[src/sei_pkg.sv]
package sei_pkg;

  localparam int MAX_EXTENTS = 64;
  // one cell per slot that can be held; the last table slot is never used
  localparam int NCELL = MAX_EXTENTS - 1;
  localparam int CNT_W = $clog2(MAX_EXTENTS);

  typedef struct packed {
    logic [31:0] start_sector;
    logic [31:0] extent_length;
  } in_word_t;

  typedef struct packed {
    logic       overlap;
    logic       stored;
    logic       table_full;
    logic [5:0] entry_count;
  } out_word_t;

  typedef struct packed {
    logic cmp;
    logic ins;
  } cell_ctl_t;

  typedef enum logic [1:0] {
    S_IDLE,
    S_CMP,
    S_UPD,
    S_OUT
  } state_t;

endpackage

[src/sei_cell.sv]
module sei_cell (
  input  logic                clk,
  input  sei_pkg::cell_ctl_t  ctl,
  input  logic [31:0]         new_start,
  input  logic [31:0]         new_len,
  input  logic [32:0]         new_last,
  input  logic                occ,
  input  logic                left_gt,
  input  logic [31:0]         left_start,
  input  logic [31:0]         left_len,
  output logic [31:0]         start_r,
  output logic [31:0]         len_r,
  output logic                gt_r,
  output logic                meets_r
);
  import sei_pkg::*;

  logic [32:0] old_end;
  logic        gt_nxt;
  logic        meets_nxt;

  always_comb begin
    old_end   = {1'b0, start_r} + {1'b0, len_r};
    gt_nxt    = occ && (new_start > start_r);
    meets_nxt = (new_last >= {1'b0, start_r}) && ({1'b0, new_start} < old_end);
  end

  always_ff @(posedge clk) begin
    if (ctl.cmp) begin
      gt_r    <= gt_nxt;
      meets_r <= meets_nxt;
    end
    // cells at or above the insert point move up; the insert point takes the new extent
    if (ctl.ins && !gt_r) begin
      start_r <= left_gt ? new_start : left_start;
      len_r   <= left_gt ? new_len : left_len;
    end
  end

endmodule

[config.mk]
export PLATFORM = sky130hd
export DESIGN_NAME = sei_cell
export DESIGN_NICKNAME = d
export VERILOG_FILES = /design/src/sei_pkg.sv /design/src/sei_cell.sv
export SDC_FILE = /design/constraint.sdc
export NUM_CORES = 1
export LEC_CHECK = 0
export BUFFER_PORTS_ARGS = -buffer_cell sky130_fd_sc_hd__buf_2
export CAP_MARGIN = 20
export CELL_PAD_IN_SITES_DETAIL_PLACEMENT = 0
export CELL_PAD_IN_SITES_GLOBAL_PLACEMENT = 1
export CORE_ASPECT_RATIO = 0.75
export CORE_MARGIN = 5
export CORE_UTILIZATION = 39
export CTS_BUF_LIST = sky130_fd_sc_hd__clkbuf_16
export DETAILED_ROUTE_END_ITERATION = 10
export GPL_ROUTABILITY_DRIVEN = 0
export MAX_ROUTING_LAYER = met4
export PLACE_DENSITY = 0.93
export SYNTH_ARGS = -nofsm -noshare
export SYNTH_HDL_FRONTEND = slang
export SYNTH_SLANG_ARGS = --single-unit
[constraint.sdc]
create_clock -name clk -period 5.4 [get_ports clk]
set_input_delay 0.54 -clock clk [delete_from_list [all_inputs] [get_ports clk]]
set_output_delay 0.54 -clock clk [all_outputs]
set_load 0.01 [all_outputs]
==> impl_metrics.yaml, run 1 <==
outcome:
  status: "finished clean"
placed_design:
  portBuffers: 231
  pre_cts_ws_ns: 0.819
  hpwl_um: 16700
detailed_routing:
  ant_nets: 0
  wl_met2_um: 8670
  wl_met3_um: 1350
  drt-total-wl_um: 20100
  dr_total_vias: 5976
  drt_iter0_markers: 408
  top_layer: "met4"
  wire_per_inst_um: 18.5
  vias_per_cell: 5.47
  dr.pass1.iters: 5
  drc: 0
  wl_met1_um: 9930
global_route:
  grt_pass1_wl_um: 31200
  grtUsageTotal_pct: 20.7
  antenna_found_initial: 1
  grt_max_degree: 65
  grt.overflow.total: 0
  grt_pass1_vias: 5932
synthesis:
  synth_top_flop_cell: "edfxtp_1"
  synth_cell_types: 57
  syn_area_um2: 6630
  syn_nets: 934
  synth_seq_cells: 66
  synthCells: 640
  synth-edff-count: 66
  yosysWarnings: 0
  avgSynthCellArea_um2: 10.4
  ys_seq_area_share_pct: 29.9
  synthArstFlopShare_pct: 0
setup_path:
  r2r_end: "meets_r$_DFFE_PP_"
  regToRegSetupSlack_ns: 0.79
  endpoint_kind: "register"
  cp_max_fo: 4
  critPathRequiredTime_ns: 5.58
  r2r_cells: 17
  startpoint_type: "register"
  critPathKind: "reg2reg"
  cp.arrival_ns: 4.79
  worstReg2RegStart: "start_r[0]$_DFFE_PP_"
cells_and_area:
  nNetsFinal: 1165
  syn_to_final_growth_pct: 25.3
  drive_gt1_share_pct: 36.5
power_and_ir_drop:
  vdd_drop_max_mv: 0.138
  leakage_nw: 3.95
  p_per_area_nw_per_um2: 229
  power.total_w: 0.00191
sta:
  drv_slew: 0
  rsz0062_at_grt: "no"
  max_freq_mhz: 217
  finalCriticalPeriod_ns: 4.61
  worstMarginPinSlew_ns: 0.890
  finalSetupTns_ns: 0
  finalHoldViolations: 0
  max-slew-margin-rel_pct: 40.6
  post-route-period-util_pct: 85.4
  layout_setup_ws_ns: 0.786
  fin_worst_skew_ns: 0.00503
  setup_violations: 0
cts:
  clk_latency_ns: 0.34
  cts.clk_slew.worst_paths_ns: 0.06
  htreeDepth: 3
  ctsHoldBuffers: 0
  post_cts_resized: 0
  cts_setup_buffers: 0
  cts_tree: "done"
  cts_root_buffer: "clkbuf_16"
  numCtsBuffers: 9
  clockBufferDepth: 2
  cts.sinks: 66
floorplanning:
  io_pins: 232
  num_rows: 41
  die_width_um: 161
  dieArea_um2: 19700
  start_util_pct: 39.5
  core_area_um2: 16800
  die_h_um: 123
min_path:
  whs_path_depth: 1
  worstHoldPathType: "in2reg"
  min_from: "ctl[1]"
  hold_end: "gt_r$_DFFE_PP_"
flow_run:
  cap_violations: 0
worst max path at each step:
| stage | start | to | slack (ns) | cells after the start |
|---|---|---|---|---|
| after global routing | start_r[0]$_DFFE_PP_ | meets_r$_DFFE_PP_ | 0.37 | 17 |
| after global placement | start_r[0]$_DFFE_PP_ | meets_r$_DFFE_PP_ | 0.98 | 17 |
| after detailed placement | start_r[0]$_DFFE_PP_ | meets_r$_DFFE_PP_ | 0.82 | 17 |
| after floorplan | start_r[0]$_DFFE_PP_ | meets_r$_DFFE_PP_ | 1.41 | 17 |
| final | start_r[0]$_DFFE_PP_ | meets_r$_DFFE_PP_ | 0.79 | 17 |
| after CTS | start_r[0]$_DFFE_PP_ | meets_r$_DFFE_PP_ | 0.80 | 17 |
Yosys cell counts, types with 14 or more instances:
master	number	share of area, %
ha_1	127	24
edfxtp_1	66	30
mux2_2	65	11
a21oi_1	46	3.5
inv_1	41	2.3
o21ai_0	36	2.7
a21o_1	32	3.6
nand2_1	24	1.4
nor2_1	22	1.2
nand4_1	16	1.5
nand3_1	14	1.1
xor2_1	14	1.8
registers in the layout (all words and copies together) (netlist names):
signal and count:
meets_r 1, len_r 32, gt_r 1, start_r 32
routing by layer:
| layer | GRT usage, % | up-vias |
|---|---|---|
| met5 | - | - |
| met4 | 4.19 | 0 |
| met3 | 4.50 | 18 |
| met2 | 31.2 | 232 |
| met1 | 28.8 | 2780 |
| li1 | - | 2946 |
cell type report:
cell class / count / area [um2]
inverters: 41 / 154
well taps: 215 / 269
clock inverters: 6 / 50.0
diodes: 2 / 5.00
clock buffers: 9 / 225
flip-flops and latches: 66 / 1980
fillers: 1590 / 8470
repair buffers: 232 / 1170
multi-input cells: 521 / 4460
metrics by stage:
| step | util, % | instances | hold WS, ns | cell area, um2 |
|---|---|---|---|---|
| 6_report | 49.5 | 1092 | 0.426 | 8310 |
| 5_1_grt | 49.5 | 1091 | 0.429 | 8310 |
| 4_1_cts | 49.5 | 1090 | 0.414 | 8300 |
| 3_5_place_dp | 47.9 | 1075 | 0.771 | 8030 |
| 3_3_place_gp | 47.9 | 1075 | 0.778 | 8030 |
| 2_1_floorplan | - | 640 | 0.652 | 6630 |
logic make-up (layout without fill, tap and decap cells):
logic type                 after synthesis  after routing  synth area share (%)
AOI/OAI and AO/OA                      177            177                  18.1
xor gates and xnor gates                25             25                  3.30
adders and majority gates              128            128                  24.3
buffers and inverters                   53            288                  3.02
DFF                                     66             66                  29.9
muxes                                   65             65                  11.0
other                                    0              2                     0
and+or+nand+nor                        126            126                  10.4
where the power goes:
group	switching (W)	internal [W]
combinational	0.000375	0.000322
sequential	0.0000254	0.000610
clock	0.000227	0.000348
total	0.000628	0.00128
worst max-delay path: stages (launching register included):
cell	delay [ns]
edfxtp_1	0.46
ha_1	0.28
fa_1	0.44
a211oi_1	0.29
o21ai_0	0.30
nand3_1	0.30
a21boi_1	0.14
o21ai_0	0.24
nor4b_1	0.28
a311oi_1	0.09
ha_1	0.32
a211oi_1	0.19
o21ai_0	0.11
o211ai_1	0.11
a21oi_1	0.08
or4_1	0.49
a21o_1	0.17
a32oi_1	0.17
layout by cell type, fill, tap and decap left out, drive strengths merged, types with 4 or more instances in the layout:
| master | count |
|---|---|
| clkinv | 4 |
| nor2b | 10 |
| a211oi | 12 |
| a311oi | 4 |
| xnor2 | 11 |
| buf | 232 |
| nand4 | 17 |
| nand2 | 24 |
| and4 | 6 |
| edfxtp | 66 |
| o21ai | 36 |
| nand2b | 11 |
| o21bai | 4 |
| inv | 42 |
| nor3 | 9 |
| a41oi | 4 |
| a21o | 32 |
| mux2 | 65 |
| clkbuf | 9 |
| o21a | 7 |
| nor2 | 23 |
| a21oi | 46 |
| o31ai | 4 |
| xor2 | 14 |
| ha | 127 |
| nand3 | 14 |
Power figures use the tool's default switching activity.
==> run 2: changes to the inputs <==
==> constraint.sdc (replaced) <==
create_clock -name clk -period 5.4 [get_ports clk]
set_input_delay 1.08 -clock clk [delete_from_list [all_inputs] [get_ports clk]]
set_output_delay 1.08 -clock clk [all_outputs]
set_load 0.01 [all_outputs]
==> run 2 against run 1 <==
- maximum frequency fell by 1.6%
- cell area stayed put
- non-clock buffer count stayed put
- combinational power down 0.7%
- worst hold slack gained 0.51 ns
- critical path type unchanged
- largest cell class unchanged
==> impl_metrics.yaml, run 2 (same netlist as run 1, synthesis figures left out) <==
sta:
  rsz0062_at_grt: "no"
  max_freq_mhz: 213
  finalSetupTns_ns: 0
  post-route-period-util_pct: 86.8
  finalCriticalPeriod_ns: 4.69
  fin_worst_skew_ns: 0.00728
  max-slew-margin-rel_pct: 41.2
  worstMarginPinSlew_ns: 0.883
  finalHoldViolations: 0
  drv_slew: 0
  setup_violations: 0
placed_design:
  dpl.cell_count: 1075
  portBuffers: 231
  place_area_um2: 8030
  hpwl_um: 16700
power_and_ir_drop:
  p_per_area_nw_per_um2: 229
  switching_power_w: 0.000626
  clockPowerShare_pct: 30.2
  power.total_w: 0.00190
  pwr-share-seq_pct: 33.4
  vdd_drop_max_mv: 0.120
  p_int_w: 0.00128
  p_sw_share_pct: 32.9
  leakage_nw: 3.95
  share_comb_of_total_power_pct: 36.4
cts:
  clockBufferDepth: 2
  cts_root_buffer: "clkbuf_16"
  post_cts_resized: 0
  ctsHoldBuffers: 0
  htreeDepth: 3
  cts.sinks: 66
  cts_tree: "done"
  cts.clk_slew.worst_paths_ns: 0.06
  cts_setup_buffers: 0
  clk_latency_ns: 0.35
  numCtsBuffers: 9
floorplanning:
  die_h_um: 123
  num_rows: 41
  io_pins: 232
  dieArea_um2: 19700
  start_util_pct: 39.5
  die_width_um: 161
  core_area_um2: 16800
cells_and_area:
  top_regs: "len_r (32), start_r (32)"
  layout_common_cells: "230 x buf_2, 127 x ha_1, 66 x edfxtp_1"
  final_common_cell: "buf_2"
  drive_gt1_share_pct: 36.5
  fin_area_um2: 8310
  instances_no_fill: 1092
  nNetsFinal: 1165
  syn_to_final_growth_pct: 25.3
flow_run:
  cap_violations: 0
detailed_routing:
  drt-total-wl_um: 20200
  drc: 0
  vias_per_cell: 5.49
  drt_iter0_markers: 420
  wire_per_inst_um: 18.5
  dr.pass1.iters: 6
  dr_total_vias: 5992
  ant_nets: 0
setup_path:
  cp_max_fo: 4
  critPathKind: "reg2reg"
  cp_num_cells: 17
  critPathRequiredTime_ns: 5.58
  endpoint: "meets_r$_DFFE_PP_"
  regToRegSetupSlack_ns: 0.71
  worstReg2RegStart: "start_r[0]$_DFFE_PP_"
  path_common_cell: "o21ai_0"
  path_delay_family: "compound AO/OA/AOI/OAI gates"
  r2r_end: "meets_r$_DFFE_PP_"
  r2r_cells: 17
  worstPathCellList: "ha_1, fa_1, a211oi_1, o21ai_0, nand3_1, a21boi_1, o21ai_0, nor4b_1, a311oi_1, ha_1, a211oi_1, o21ai_0, o211ai_1, a21oi_1, or4_1, a21o_1, a32oi_1"
  worst-path-buf-inv: 0
  endpoint_kind: "register"
  cp_slowest_stage_delay_ns: 0.50
  cp_slowest_cell: "or4_1"
  cp.arrival_ns: 4.87
  startpoint: "start_r[0]$_DFFE_PP_"
  startpoint_type: "register"
min_path:
  worstHoldPathType: "reg2reg"
global_route:
  grtUsageTotal_pct: 20.6
  grt_pass1_vias: 5916
  antenna_found_initial: 2
  grt_max_degree: 65
  grt.overflow.total: 0
  grt_pass1_wl_um: 30700
outcome:
  status: "finished clean"
## run 2: cell counts in the layout (fill, tap and decap cells not counted)
Identical to the previous run, type by type.
## run 2: area by class of cell
cell class,count,area [um2]
antenna,2,5.00
clock buffer,9,225
clock inverter,6,50.0
fill,1567,8470
inverter,41,154
multi-input combinational,521,4460
sequential,66,1980
tap,215,269
timing repair buffer,232,1170
## run 2: worst min-delay path by stage
stage | startpoint | to | slack, ns | depth (start not counted)
detailed placement | len_r[31]$_DFFE_PP_ | meets_r$_DFFE_PP_ | 0.94 | 3
finish | len_r[31]$_DFFE_PP_ | meets_r$_DFFE_PP_ | 0.94 | 3
floorplan | len_r[31]$_DFFE_PP_ | meets_r$_DFFE_PP_ | 0.86 | 3
global route | ctl[1] | meets_r$_DFFE_PP_ | 0.96 | 1
global placement | len_r[31]$_DFFE_PP_ | meets_r$_DFFE_PP_ | 0.91 | 3
CTS | len_r[31]$_DFFE_PP_ | meets_r$_DFFE_PP_ | 0.95 | 3
## run 2: per-layer routing
metal	routed length, um	share of wire (%)	track usage, %	vias to the layer above
met2	8490	42	30.0	247
li1	-	-	-	2959
met4	388	1.9	6.29	0
met5	0	0	-	-
met3	1700	8.4	5.53	31
met1	9630	48	28.1	2755
## run 2: power by group through the flow
stage / Combinational (W) / Clock, W / Sequential [W]
4_1_cts: 0.000693 / 0.000589 / 0.000636
2_1_floorplan: 0.000450 / 0 / 0.000656
5_1_grt: 0.000779 / 0.000611 / 0.000640
6_report: 0.000692 / 0.000576 / 0.000636
3_5_place_dp: 0.000687 / 0 / 0.000647
3_3_place_gp: 0.000675 / 0 / 0.000644
## run 2: stage by stage
| step | util (%) | setup slack (ns) | hold WS (ns) |
|---|---|---|---|
| after floorplan | - | 1.01 | 0.858 |
| after global placement | 47.9 | 0.968 | 0.914 |
| after detailed placement | 47.9 | 0.813 | 0.942 |
| after CTS | 49.5 | 0.775 | 0.949 |
| after global routing | 49.5 | 0.369 | 0.959 |
| final | 49.5 | 0.711 | 0.936 |
## run 2: worst reg2reg max path, stage by stage, from the launching register on
cell      delay (ns)
edfxtp_1        0.46
ha_1            0.29
fa_1            0.45
a211oi_1        0.35
o21ai_0         0.30
nand3_1         0.28
a21boi_1        0.14
o21ai_0         0.22
nor4b_1         0.32
a311oi_1        0.09
ha_1            0.31
a211oi_1        0.18
o21ai_0         0.11
o211ai_1        0.11
a21oi_1         0.08
or4_1           0.50
a21o_1          0.17
a32oi_1         0.17
