--- src/sei_pkg.sv ---
package sei_pkg;

  localparam int MAX_EXTENTS = 64;
  // one cell per slot that can be held; the last table slot is never used
  localparam int NCELL = MAX_EXTENTS - 1;
  localparam int CNT_W = $clog2(MAX_EXTENTS);

  typedef struct packed {
    logic [31:0] start_sector;
    logic [31:0] extent_length;
  } in_word_t;

  typedef struct packed {
    logic       overlap;
    logic       stored;
    logic       table_full;
    logic [5:0] entry_count;
  } out_word_t;

  typedef struct packed {
    logic cmp;
    logic ins;
  } cell_ctl_t;

  typedef enum logic [1:0] {
    S_IDLE,
    S_CMP,
    S_UPD,
    S_OUT
  } state_t;

endpackage

--- src/sei_ctrl.sv ---
module sei_ctrl (
  input  logic                          clk,
  input  logic                          rst_n,
  input  logic                          in_valid,
  output logic                          in_stall,
  input  sei_pkg::in_word_t             in_word,
  output logic                          out_valid,
  input  logic                          out_stall,
  output sei_pkg::out_word_t            out_word,
  input  logic [sei_pkg::NCELL-1:0]     gt,
  input  logic [sei_pkg::NCELL-1:0]     meets,
  output logic [sei_pkg::NCELL-1:0]     occ,
  output sei_pkg::cell_ctl_t            ctl,
  output logic [31:0]                   item_start_r,
  output logic [31:0]                   item_len_r,
  output logic [32:0]                   item_last_r
);
  import sei_pkg::*;

  state_t           state_r, state_nxt;
  logic [CNT_W-1:0] count_r, count_nxt;
  out_word_t        res_r, res_nxt;
  logic             nonzero;
  logic             full;
  logic             ovl;
  logic             prev_hit;
  logic             at_hit;
  logic             right_gt;
  logic             left_gt;

  always_comb begin
    state_nxt = state_r;
    case (state_r)
      S_IDLE:  if (in_valid) state_nxt = S_CMP;
      S_CMP:   state_nxt = S_UPD;
      S_UPD:   state_nxt = S_OUT;
      S_OUT:   if (!out_stall) state_nxt = S_IDLE;
      default: state_nxt = S_IDLE;
    endcase
  end

  always_comb begin
    in_stall  = (state_r != S_IDLE);
    out_valid = (state_r == S_OUT);
    ctl.cmp   = (state_r == S_CMP);
    ctl.ins   = (state_r == S_UPD) && nonzero && !full;
  end

  always_comb begin
    nonzero = (item_len_r != 32'd0);
    full    = (count_r == CNT_W'(MAX_EXTENTS - 1));
    for (int i = 0; i < NCELL; i++) begin
      occ[i] = (CNT_W'(i) < count_r);
    end
    // only the entry just below the insert point and the one at it are checked
    ovl = 1'b0;
    for (int i = 0; i < NCELL; i++) begin
      right_gt = (i < NCELL - 1) ? gt[(i < NCELL - 1) ? i + 1 : i] : 1'b0;
      left_gt  = (i > 0) ? gt[(i > 0) ? i - 1 : i] : 1'b1;
      prev_hit = gt[i] && !right_gt;
      at_hit   = occ[i] && !gt[i] && left_gt;
      ovl      = ovl || (meets[i] && (prev_hit || at_hit));
    end
    count_nxt = count_r;
    res_nxt   = res_r;
    if (state_r == S_UPD) begin
      if (nonzero && !full) begin
        count_nxt = count_r + CNT_W'(1);
      end
      res_nxt.overlap     = nonzero && ovl;
      res_nxt.stored      = nonzero && !full;
      res_nxt.table_full  = nonzero && full;
      res_nxt.entry_count = 6'(count_nxt);
    end
  end

  always_ff @(posedge clk) begin
    if (!rst_n) begin
      state_r <= S_IDLE;
      count_r <= '0;
    end else begin
      state_r <= state_nxt;
      count_r <= count_nxt;
    end
    res_r <= res_nxt;
    if (state_r == S_IDLE && in_valid) begin
      item_start_r <= in_word.start_sector;
      item_len_r   <= in_word.extent_length;
      item_last_r  <= {1'b0, in_word.start_sector} + {1'b0, in_word.extent_length} - 33'd1;
    end
  end

  assign out_word = res_r;

endmodule

--- config.mk ---
export PLATFORM = sky130hd
export DESIGN_NAME = sei_ctrl
export DESIGN_NICKNAME = d
export VERILOG_FILES = /design/src/sei_pkg.sv /design/src/sei_ctrl.sv
export SDC_FILE = /design/constraint.sdc
export NUM_CORES = 1
export LEC_CHECK = 0
export BUFFER_PORTS_ARGS = -buffer_cell sky130_fd_sc_hd__buf_2
export CAP_MARGIN = 0
export CELL_PAD_IN_SITES_DETAIL_PLACEMENT = 0
export CELL_PAD_IN_SITES_GLOBAL_PLACEMENT = 2
export CORE_MARGIN = 2
export CORE_UTILIZATION = 27
export DETAILED_ROUTE_END_ITERATION = 8
export PLACE_DENSITY_LB_ADDON = 0.1
export SLEW_MARGIN = 25
export SYNTH_ARGS = -nofsm -noshare
export SYNTH_HDL_FRONTEND = slang
export SYNTH_SLANG_ARGS = --single-unit
--- constraint.sdc ---
create_clock -name clk -period 4.95 [get_ports clk]
set_clock_uncertainty 0.05 [all_clocks]
set_input_delay 0.99 -clock clk [delete_from_list [all_inputs] [get_ports clk]]
set_output_delay 0.99 -clock clk [all_outputs]
set_load 0.03 [all_outputs]
==> results of run 1 <==
-- placed cells by master (no fill, tap or decap), types with 9 or more instances in the layout --
master     netlist  layout
a21o_1          17      17
a21oi_1         42      42
buf_2            3     366
clkbuf_16        0      17
edfxtp_1       106     106
ha_1            71      71
inv_1          155     155
mux2i_1         12      12
nand2_1         56      56
nand2b_1         9       9
nand3_1         29      29
nand3b_1        15      15
nand4_1         18      18
nor2_1          65      65
nor2b_1         28      28
nor4_1          11      11
o21ai_0         42      42
xnor2_1         21      21
xor2_1          10      10
-- state kept, by name (all words and copies together), names as in the netlist --
name          cells
state_r           2
item_last_r      33
item_start_r     32
out_word          9
item_len_r       32
count_r           6
-- metal layers --
metal  GRT usage, %  routed length (um)  share of wire, %  up-vias
met4           8.26                1050               3.0        2
li1               -                   -                 -     3780
met3           4.59                2030               5.8       47
met5              0                  18             0.051        -
met1           25.6               14100                40     3725
met2           40.7               18000                51      299
-- stage by stage --
step                      cell area [um2]  cells  setup WS (ps)  util (%)  power (mW)
after floorplan                      7980    860           1210         -        2.45
after global routing                10900   1634            774      37.6        4.43
after CTS                           10900   1634            920      37.6        4.26
after detailed placement            10300   1602            635      35.5        2.97
final                               10900   1635            951      37.6        4.21
after global placement              10300   1602            703      35.5        2.98
-- worst max-delay path: stages, from the launching register on --
cell and delay (ps):
dfxtp_1 740, nand2_2 290, inv_1 220, nand2_2 150
inv_1 240, nand2_1 140, inv_1 240, a21oi_2 140
nand2_1 140, inv_1 80, buf_2 180
-- synthesized netlist by cell type, types with 6 or more instances --
library cell	n	share of area [%]
edfxtp_1	106	40
a31oi_1	8	0.63
a21o_1	17	1.6
nor2b_1	28	2.2
ha_1	71	11
and2_1	9	0.71
inv_1	155	7.3
and3_1	7	0.55
clkbuf_1	9	0.42
o21ai_0	42	2.6
a21oi_1	42	2.6
xnor2_1	21	2.3
nand2b_1	9	0.71
nand3_1	29	1.8
nand2_1	56	2.6
o21a_1	6	0.56
nand3b_1	15	1.4
and3b_1	6	0.66
nor2_1	65	3.1
mux2i_1	12	1.5
xor2_1	10	1.1
nand4_1	18	1.4
a22oi_1	6	0.56
nor4_1	11	0.86
dfxtp_1	8	2.0
-- power groups by stage --
| stage | Clock (mW) | Combinational, mW | Sequential, mW |
|---|---|---|---|
| after floorplan | 0 | 0.588 | 1.86 |
| final | 1.27 | 1.50 | 1.44 |
| after detailed placement | 0 | 1.51 | 1.46 |
| after global routing | 1.33 | 1.63 | 1.47 |
| after CTS | 1.30 | 1.52 | 1.45 |
| after global placement | 0 | 1.52 | 1.47 |
-- logic make-up (layout without fill, tap and decap cells) --
family                     count (synthesis)  after routing  synth area share [%]
adders and majority gates                 73             73                  11.5
AOI/OAI and AO/OA                        175            175                  14.4
other                                      0              1                     0
DFF                                      114            114                  41.9
xor gates and xnor gates                  31             31                  3.40
buffers and inverters                    170            560                  8.09
and+or+nand+nor                          283            283                  18.9
muxes                                     14             14                  1.79
-- path summary, 6_finish.rpt --
check / end / slack (ps)
setup / recovery: ctl[0] / 950
hold / removal: state_r[0]$_SDFFE_PN0P_ / 500
setup reg to reg: out_word[8]$_DFFE_PP_ / 1550
hold reg to reg: state_r[0]$_SDFFE_PN0P_ / 500
-- cell type report --
type                       instances  area [um2]
antenna                            1        2.50
clock buffer                      18         429
clock inverter                    14         165
fill                            3096       18100
inverter                         156         586
multi-input combinational        576        3990
sequential                       114        3340
tap                              384         480
timing repair buffer             372        1880
==> flow_summary_export.csv, run 1 <==
group,metric,value,unit
critical_path,worstSetupPathType,"reg -> out",
placed_design,hpwl,29800,um
floorplanning,core,28900,um2
yosys,synth_nets,1126,
pwr,power_frac_clock,30.1,%
grt,overflow,0,
floorplanning,start_util,27.6,%
timing,drv_slew,0,
pwr,p_seq_share,34.3,%
critical_path,start_kind,"register",
drt,via_per_inst,4.80,
drt,avgRoutedWirePerCell,21.5,um
timing,worst_slew_pin_slew,863,ps
critical_path,timing.rr.start,"count_r[1]$_SDFFE_PN0P_",
yosys,synth-seq-cells,114,
floorplanning,die_h,176,um
critical_path,rr_worst_depth,10,
timing,setup_viol,0,
timing,finalSetupTns,0,ps
timing,rsz0062_at_grt,"false",
layout,finalNetCount,1503,
pwr,ir_worst_vdd,0.000200,V
timing,fmax,250,MHz
critical_path,startpoint,"count_r[5]$_SDFFE_PN0P_",
timing,fin_crit_sh,80.8,%
clock_tree,htree_num_levels,4,
placed_design,io_buffers,366,
critical_path,arrival,2960,ps
worst_hold_path,hp-start,"state_r[0]$_SDFFE_PN0P_",
layout,area_delta_synth_final,36.3,%
clock_tree,path_clk_slew,60,ps
clock_tree,cts_sinks,114,
timing,relSlewSlack,42.4,%
worst_hold_path,holdPathStages,2,
pwr,p_per_area,387,nW/um2
clock_tree,numCtsBuffers,17,
yosys,syn_inst,860,
yosys,async_flop_share,0,%
worst_hold_path,worstHoldPathType,"reg -> reg",
pwr,swShare,38.2,%
timing,holdWs,500,ps
floorplanning,fp-row-count,62,
yosys,synth-seq-area-share,41.9,%
clock_tree,cts_tree,"built",
grt,grt_first_pass_wirelength,50800,um
drt,routed_wl,35200,um
clock_tree,root_buffer,"clkbuf_16",
yosys,syn_avg_cell_area,9.27,um2
grt,grt.total_usage,22.3,%
layout,drive_gt1_share,34.0,%
clock_tree,post_cts_buffers,0,
timing,min_period,4000,ps
clock_tree,cts_hold_buf,0,
yosys,synthFlopType,"edfxtp_1",
yosys,yosysUniqueCellTypes,73,
timing,final-hold-violation-count,0,
drt,ant_nets,0,
drt,drc,0,
grt,antenna_found_initial,2,
floorplanning,dieArea,30900,um2
placed_design,place_congestion,0.894,
status,outcome,"finished clean",
clock_tree,cts_resized,0,
floorplanning,io_pins,367,
drt,first_iter_violations,467,
critical_path,cp.required,3910,ps
critical_path,crit_path_max_fanout,12,
yosys,ys.warnings.count,0,
flow_run,drv_cap,0,
critical_path,cp-end-kind,"primary output",
grt,grt_pass1_vias,8109,
grt,grt_max_degree,41,
yosys,synth_edf_count,106,
clock_tree,insertion_delay,420,ps
pwr,leakage,5.37,nW
drt,first_pass_iters,5,
clock_tree,ctsLongestPathBuffers,2,
pwr,p_sw,1.61,mW
floorplanning,die_w,176,um
drt,vias,7853,
yosys,netlist_area,7980,um2
pwr,p_int,2.60,mW
pwr,p_comb_share,35.6,%
No activity file was read; power rests on OpenSTA's default activity.
==> inputs of run 2 (changes only) <==
- clock period: 4.95 -> 3.82 ns (I/O delays scaled with it)
==> run 2 against run 1 <==
- via count is 1.1% higher
- sequential share of layout area down 0.60 points
- power is 30% higher
- largest cell class unchanged
- largest power group unchanged
- highest routed layer unchanged
==> flow_summary_export.csv, run 2 (synthesis gave the netlist of run 1 again) <==
group,metric,value,unit
pwr,ir_worst_vdd,0.000274,V
placed_design,dp_cells,1632,
critical_path,start_kind,"input port",
timing,holdWs,477,ps
timing,setup_viol,0,
clock_tree,insertion_delay,420,ps
timing,drv_slew,0,
critical_path,timing.rr.end,"out_word[8]$_DFFE_PP_",
placed_design,pre_cts_slack,-78.2,ps
clock_tree,path_clk_slew,60,ps
pwr,p_int,3.41,mW
critical_path,r2r_slack,830,ps
critical_path,crit_slowest_cell,"a2111oi_2",
placed_design,io_buffers,366,
layout,layout_common_cells,"366 x buf_2, 155 x inv_1, 106 x edfxtp_1",
critical_path,worstPathCellList,"buf_2 -> inv_1 -> ha_1 -> inv_1 -> ha_1 -> inv_1 -> fa_1 -> nand2b_1 -> a211oi_1 -> buf_4 -> o2111a_1 -> o31ai_2 -> a21oi_2 -> a2111oi_2 -> o21ai_1 -> a21oi_1 -> xnor2_1",
placed_design,hpwl,30800,um
critical_path,timing.rr.start,"count_r[2]$_SDFFE_PN0P_",
floorplanning,start_util,27.6,%
critical_path,path_delay_family,"compound AO/OA/AOI/OAI gates",
grt,grt_first_pass_wirelength,51700,um
drt,routed_wl,36000,um
clock_tree,root_buffer,"clkbuf_16",
timing,min_period,3530,ps
pwr,p_per_area,494,nW/um2
critical_path,max_stage_delay,360,ps
layout,postLayoutCoreUtil,38.3,%
drt,first_pass_iters,5,
clock_tree,post_cts_buffers,0,
clock_tree,cts_tree,"built",
layout,final_common_cell,"buf_2",
flow_run,drv_cap,0,
worst_hold_path,hold-path-endpoint,"item_len_r[0]$_DFFE_PP_",
drt,drc,0,
drt,ant_nets,0,
worst_hold_path,hp-start,"in_word[0]",
layout,largest_reg_flops,33,
timing,worst_slew_pin_slew,762,ps
layout,area_delta_synth_final,39.0,%
floorplanning,io_pins,367,
grt,antenna_found_initial,2,
critical_path,cpMostUsedCell,"inv_1",
floorplanning,dieArea,30900,um2
clock_tree,cts_sinks,114,
critical_path,crit_buf_inv,5,
layout,drive_gt1_share,35.5,%
grt,grt.total_usage,23.0,%
pwr,total_power,5.48,mW
layout,max_flop_register,"item_last_r",
worst_hold_path,holdPathStages,1,
grt,grt_pass1_vias,8114,
critical_path,cp-end-kind,"register",
pwr,p_comb_share,36.9,%
clock_tree,numCtsBuffers,17,
pwr,p_seq_share,34.1,%
pwr,power_frac_clock,29.1,%
placed_design,place_congestion,0.931,
layout,reg_top3,"item_last_r (33), item_len_r (32), item_start_r (32)",
pwr,leakage,5.51,nW
critical_path,crit_path_max_fanout,3,
layout,finalNetCount,1533,
worst_hold_path,worstHoldPathType,"in -> reg",
floorplanning,die_w,176,um
clock_tree,cts_hold_buf,0,
timing,setup_ws,285,ps
timing,fmax,283,MHz
floorplanning,fp-row-count,62,
grt,grt_max_degree,60,
clock_tree,cts_resized,0,
timing,final-hold-violation-count,0,
floorplanning,core,28900,um2
pwr,swShare,37.8,%
clock_tree,htree_num_levels,4,
timing,rsz0062_at_grt,"false",
placed_design,placed_cell_area,10500,um2
grt,overflow,0,
critical_path,worstSetupPathType,"in -> reg",
status,outcome,"finished clean",
timing,finalSetupTns,0,ps
pwr,p_sw,2.07,mW
drt,vias,7937,
critical_path,rr_worst_depth,9,
critical_path,arrival,3660,ps
timing,relSlewSlack,49.1,%
drt,via_per_inst,4.77,
layout,finalNonFillerCells,1664,
floorplanning,die_h,176,um
clock_tree,ctsLongestPathBuffers,2,
layout,fin_area,11100,um2
critical_path,cp.required,3940,ps
drt,first_iter_violations,495,
timing,fin_crit_sh,92.5,%
drt,avgRoutedWirePerCell,21.6,um
## run 2: changes by cell type in the layout (fill, tap and decap cells not counted)
cell,change
clkinvlp_4,+1
buf_12,+1
clkinv_4,-5
buf_4,+29
clkinv_2,+3
## run 2: power by group through the flow
stage / combinational, mW / clock (mW) / sequential, mW
finish: 2.02 / 1.59 / 1.87
floorplan: 0.761 / 0 / 2.42
global placement: 2.05 / 0 / 1.89
detailed placement: 2.05 / 0 / 1.89
CTS: 2.06 / 1.63 / 1.87
global route: 2.18 / 1.67 / 1.90
## run 2: final cells by class
class / instances / area, um2
Antenna cell: 1 / 2.50
Clock buffer: 18 / 429
Clock inverter: 13 / 144
Fill cell: 3116 / 17800
Inverter: 156 / 586
Multi-Input combinational cell: 576 / 3990
Sequential cell: 114 / 3340
Tap cell: 384 / 480
Timing Repair Buffer: 402 / 2110
## run 2: worst reg2reg max path: cells and delay by family, from the launching register on
kind / cells / cell delay (ps)
AND/OR/NAND/NOR: 3 / 890
AO/OA/AOI/OAI: 5 / 1050
flip-flops: 1 / 550
buffers and inverters: 1 / 170
## run 2: worst max path at each step
stage | from | endpoint | slack [ps] | depth (start not counted)
after CTS | count_r[2]$_SDFFE_PN0P_ | occ[20] | 340 | 4
after global placement | in_word[1] | item_last_r[31]$_DFFE_PP_ | -50 | 17
after detailed placement | in_word[33] | item_last_r[31]$_DFFE_PP_ | -80 | 17
after global routing | in_word[33] | item_last_r[31]$_DFFE_PP_ | 130 | 17
final | in_word[33] | item_last_r[31]$_DFFE_PP_ | 290 | 17
after floorplan | in_valid | item_last_r[0]$_DFFE_PP_ | 310 | 1
## run 2: per-layer routing
layer,wire [um],track usage (%),vias to the layer above
met5,13,0,-
met4,1250,9.57,2
met3,2040,4.81,57
met2,18400,41.7,303
met1,14300,26.0,3725
li1,-,-,3850
==> inputs of run 3 (changes only) <==
- CELL_PAD_IN_SITES_DETAIL_PLACEMENT: 0 -> not set
- CELL_PAD_IN_SITES_GLOBAL_PLACEMENT: 2 -> not set
- CORE_UTILIZATION: 27 -> 40
- PLACE_DENSITY: not set -> 0.7
- PLACE_DENSITY_LB_ADDON: 0.1 -> not set
==> run 3 against run 2 <==
- hold slack gained 17 ps
- critical endpoint is now occ[20]
- highest routed layer unchanged
- via count grew 0.50%
- setup slack lost 65 ps
- die area down 32%
- first-iteration DRC count down 16%
- design area is 2.4% lower
- register-to-register slack got worse by 140 ps
- count of clock-buffer cells in the layout is the same
==> flow_summary_export.csv, run 3 (synthesis gave the netlist of run 1 again) <==
group,metric,value,unit
floorplanning,dieArea,21100,um2
pwr,ir_worst_vdd,0.000547,V
pwr,power_frac_clock,29.3,%
timing,worst_slew_pin_slew,849,ps
grt,grt_first_pass_wirelength,46200,um
worst_hold_path,hp-start,"in_word[58]",
critical_path,worstSetupPathType,"reg -> out",
placed_design,place_congestion,1.01,
drt,first_iter_violations,414,
clock_tree,path_clk_slew,50,ps
floorplanning,io_pins,367,
timing,setup_viol,0,
critical_path,rr_worst_depth,9,
flow_run,drv_cap,0,
drt,first_pass_iters,7,
critical_path,r2r_slack,690,ps
critical_path,start_kind,"register",
layout,largest_reg_flops,33,
clock_tree,cts_sinks,114,
timing,fmax,278,MHz
timing,min_period,3600,ps
clock_tree,cts_tree,"built",
grt,antenna_found_initial,5,
timing,relSlewSlack,43.3,%
drt,vias,7977,
worst_hold_path,worstHoldPathType,"in -> reg",
drt,via_per_inst,5.22,
timing,drv_slew,0,
layout,area_delta_synth_final,35.6,%
floorplanning,core,19500,um2
placed_design,pre_cts_slack,47.6,ps
layout,fin_area,10800,um2
critical_path,cp-end-kind,"primary output",
grt,grt.total_usage,28.8,%
placed_design,hpwl,26000,um
grt,grt_max_degree,62,
clock_tree,cts_hold_buf,0,
pwr,leakage,5.41,nW
pwr,p_seq_share,34.6,%
pwr,p_int,3.38,mW
clock_tree,ctsLongestPathBuffers,2,
drt,routed_wl,31000,um
critical_path,timing.rr.end,"out_word[8]$_DFFE_PP_",
clock_tree,cts_resized,0,
clock_tree,root_buffer,"clkbuf_16",
layout,finalNetCount,1513,
clock_tree,htree_num_levels,4,
floorplanning,fp-row-count,51,
layout,final_common_cell,"buf_2",
timing,setup_ws,220,ps
floorplanning,die_w,145,um
clock_tree,numCtsBuffers,17,
critical_path,timing.rr.start,"count_r[1]$_SDFFE_PN0P_",
drt,ant_nets,0,
layout,max_flop_register,"item_last_r",
status,outcome,"finished clean",
placed_design,placed_cell_area,10200,um2
placed_design,io_buffers,366,
pwr,total_power,5.39,mW
timing,final-hold-violation-count,0,
worst_hold_path,holdPathStages,1,
floorplanning,start_util,40.8,%
timing,finalSetupTns,0,ps
layout,layout_common_cells,"366 x buf_2, 155 x inv_1, 106 x edfxtp_1",
timing,fin_crit_sh,94.2,%
clock_tree,post_cts_buffers,0,
layout,drive_gt1_share,34.5,%
critical_path,crit_path_max_fanout,9,
drt,avgRoutedWirePerCell,20.3,um
layout,reg_top3,"item_last_r (33), item_len_r (32), item_start_r (32)",
layout,fillers,1898,
pwr,p_sw,2.00,mW
clock_tree,insertion_delay,410,ps
critical_path,arrival,2790,ps
drt,drc,0,
pwr,swShare,37.2,%
pwr,p_per_area,498,nW/um2
floorplanning,die_h,145,um
timing,rsz0062_at_grt,"false",
grt,overflow,0,
pwr,p_comb_share,36.0,%
critical_path,cp.required,3010,ps
worst_hold_path,hold-path-endpoint,"item_start_r[26]$_DFFE_PP_",
grt,grt_pass1_vias,8227,
## run 3: cell types whose count changed in the layout (fill, tap and decap cells not counted)
cell        delta
buf_4         -20
clkinv_2       -4
clkinv_4       +1
clkinvlp_4     +3
diode_2        +3
inv_6          +1
## run 3: critical path: stages (launching register included)
cell     delay [ps]
dfxtp_1         540
inv_1           110
ha_1            370
nor2b_1         480
nor2_1          110
o21ai_0         470
buf_2           300
## run 3: worst max-delay path by stage
stage	start	end	slack (ps)
after floorplan	in_valid	item_last_r[0]$_DFFE_PP_	310
after global placement	in_word[1]	item_last_r[31]$_DFFE_PP_	130
after detailed placement	in_word[33]	item_last_r[31]$_DFFE_PP_	50
after CTS	count_r[1]$_SDFFE_PN0P_	occ[20]	290
after global routing	count_r[1]$_SDFFE_PN0P_	occ[20]	130
final	count_r[1]$_SDFFE_PN0P_	occ[20]	220
## run 3: power by group through the flow
| stage | combinational, mW | sequential [mW] | clock [mW] |
|---|---|---|---|
| finish | 1.94 | 1.87 | 1.58 |
| CTS | 1.95 | 1.87 | 1.60 |
| global route | 2.08 | 1.89 | 1.65 |
| floorplan | 0.761 | 2.42 | 0 |
| detailed placement | 1.94 | 1.88 | 0 |
| global placement | 1.92 | 1.88 | 0 |
## run 3: layout make-up
| cell class | instances | area [um2] | share of cell area [%] |
|---|---|---|---|
| clock buffer | 18 | 429 | 3.97 |
| multi-input combinational | 576 | 3990 | 36.9 |
| sequential | 114 | 3340 | 30.9 |
| tap | 265 | 332 | 3.06 |
| inverter | 156 | 586 | 5.41 |
| antenna | 4 | 10.0 | 0.0925 |
| clock inverter | 14 | 164 | 1.52 |
| timing repair buffer | 382 | 1960 | 18.2 |
## run 3: layer usage
layer	track usage (%)	up-vias	part of all wire, %
met5	0	-	0.042
met4	19.0	2	6.3
met3	7.48	93	7.1
met2	51.7	367	51
met1	29.5	3705	35
li1	-	3810	-
## run 3: through the flow
step	hold WS [ps]	utilization, %	instances
2_1_floorplan	461	-	860
3_3_place_gp	474	52.3	1493
3_5_place_dp	497	52.3	1493
4_1_cts	478	55.4	1525
5_1_grt	477	55.4	1526
6_report	494	55.4	1529
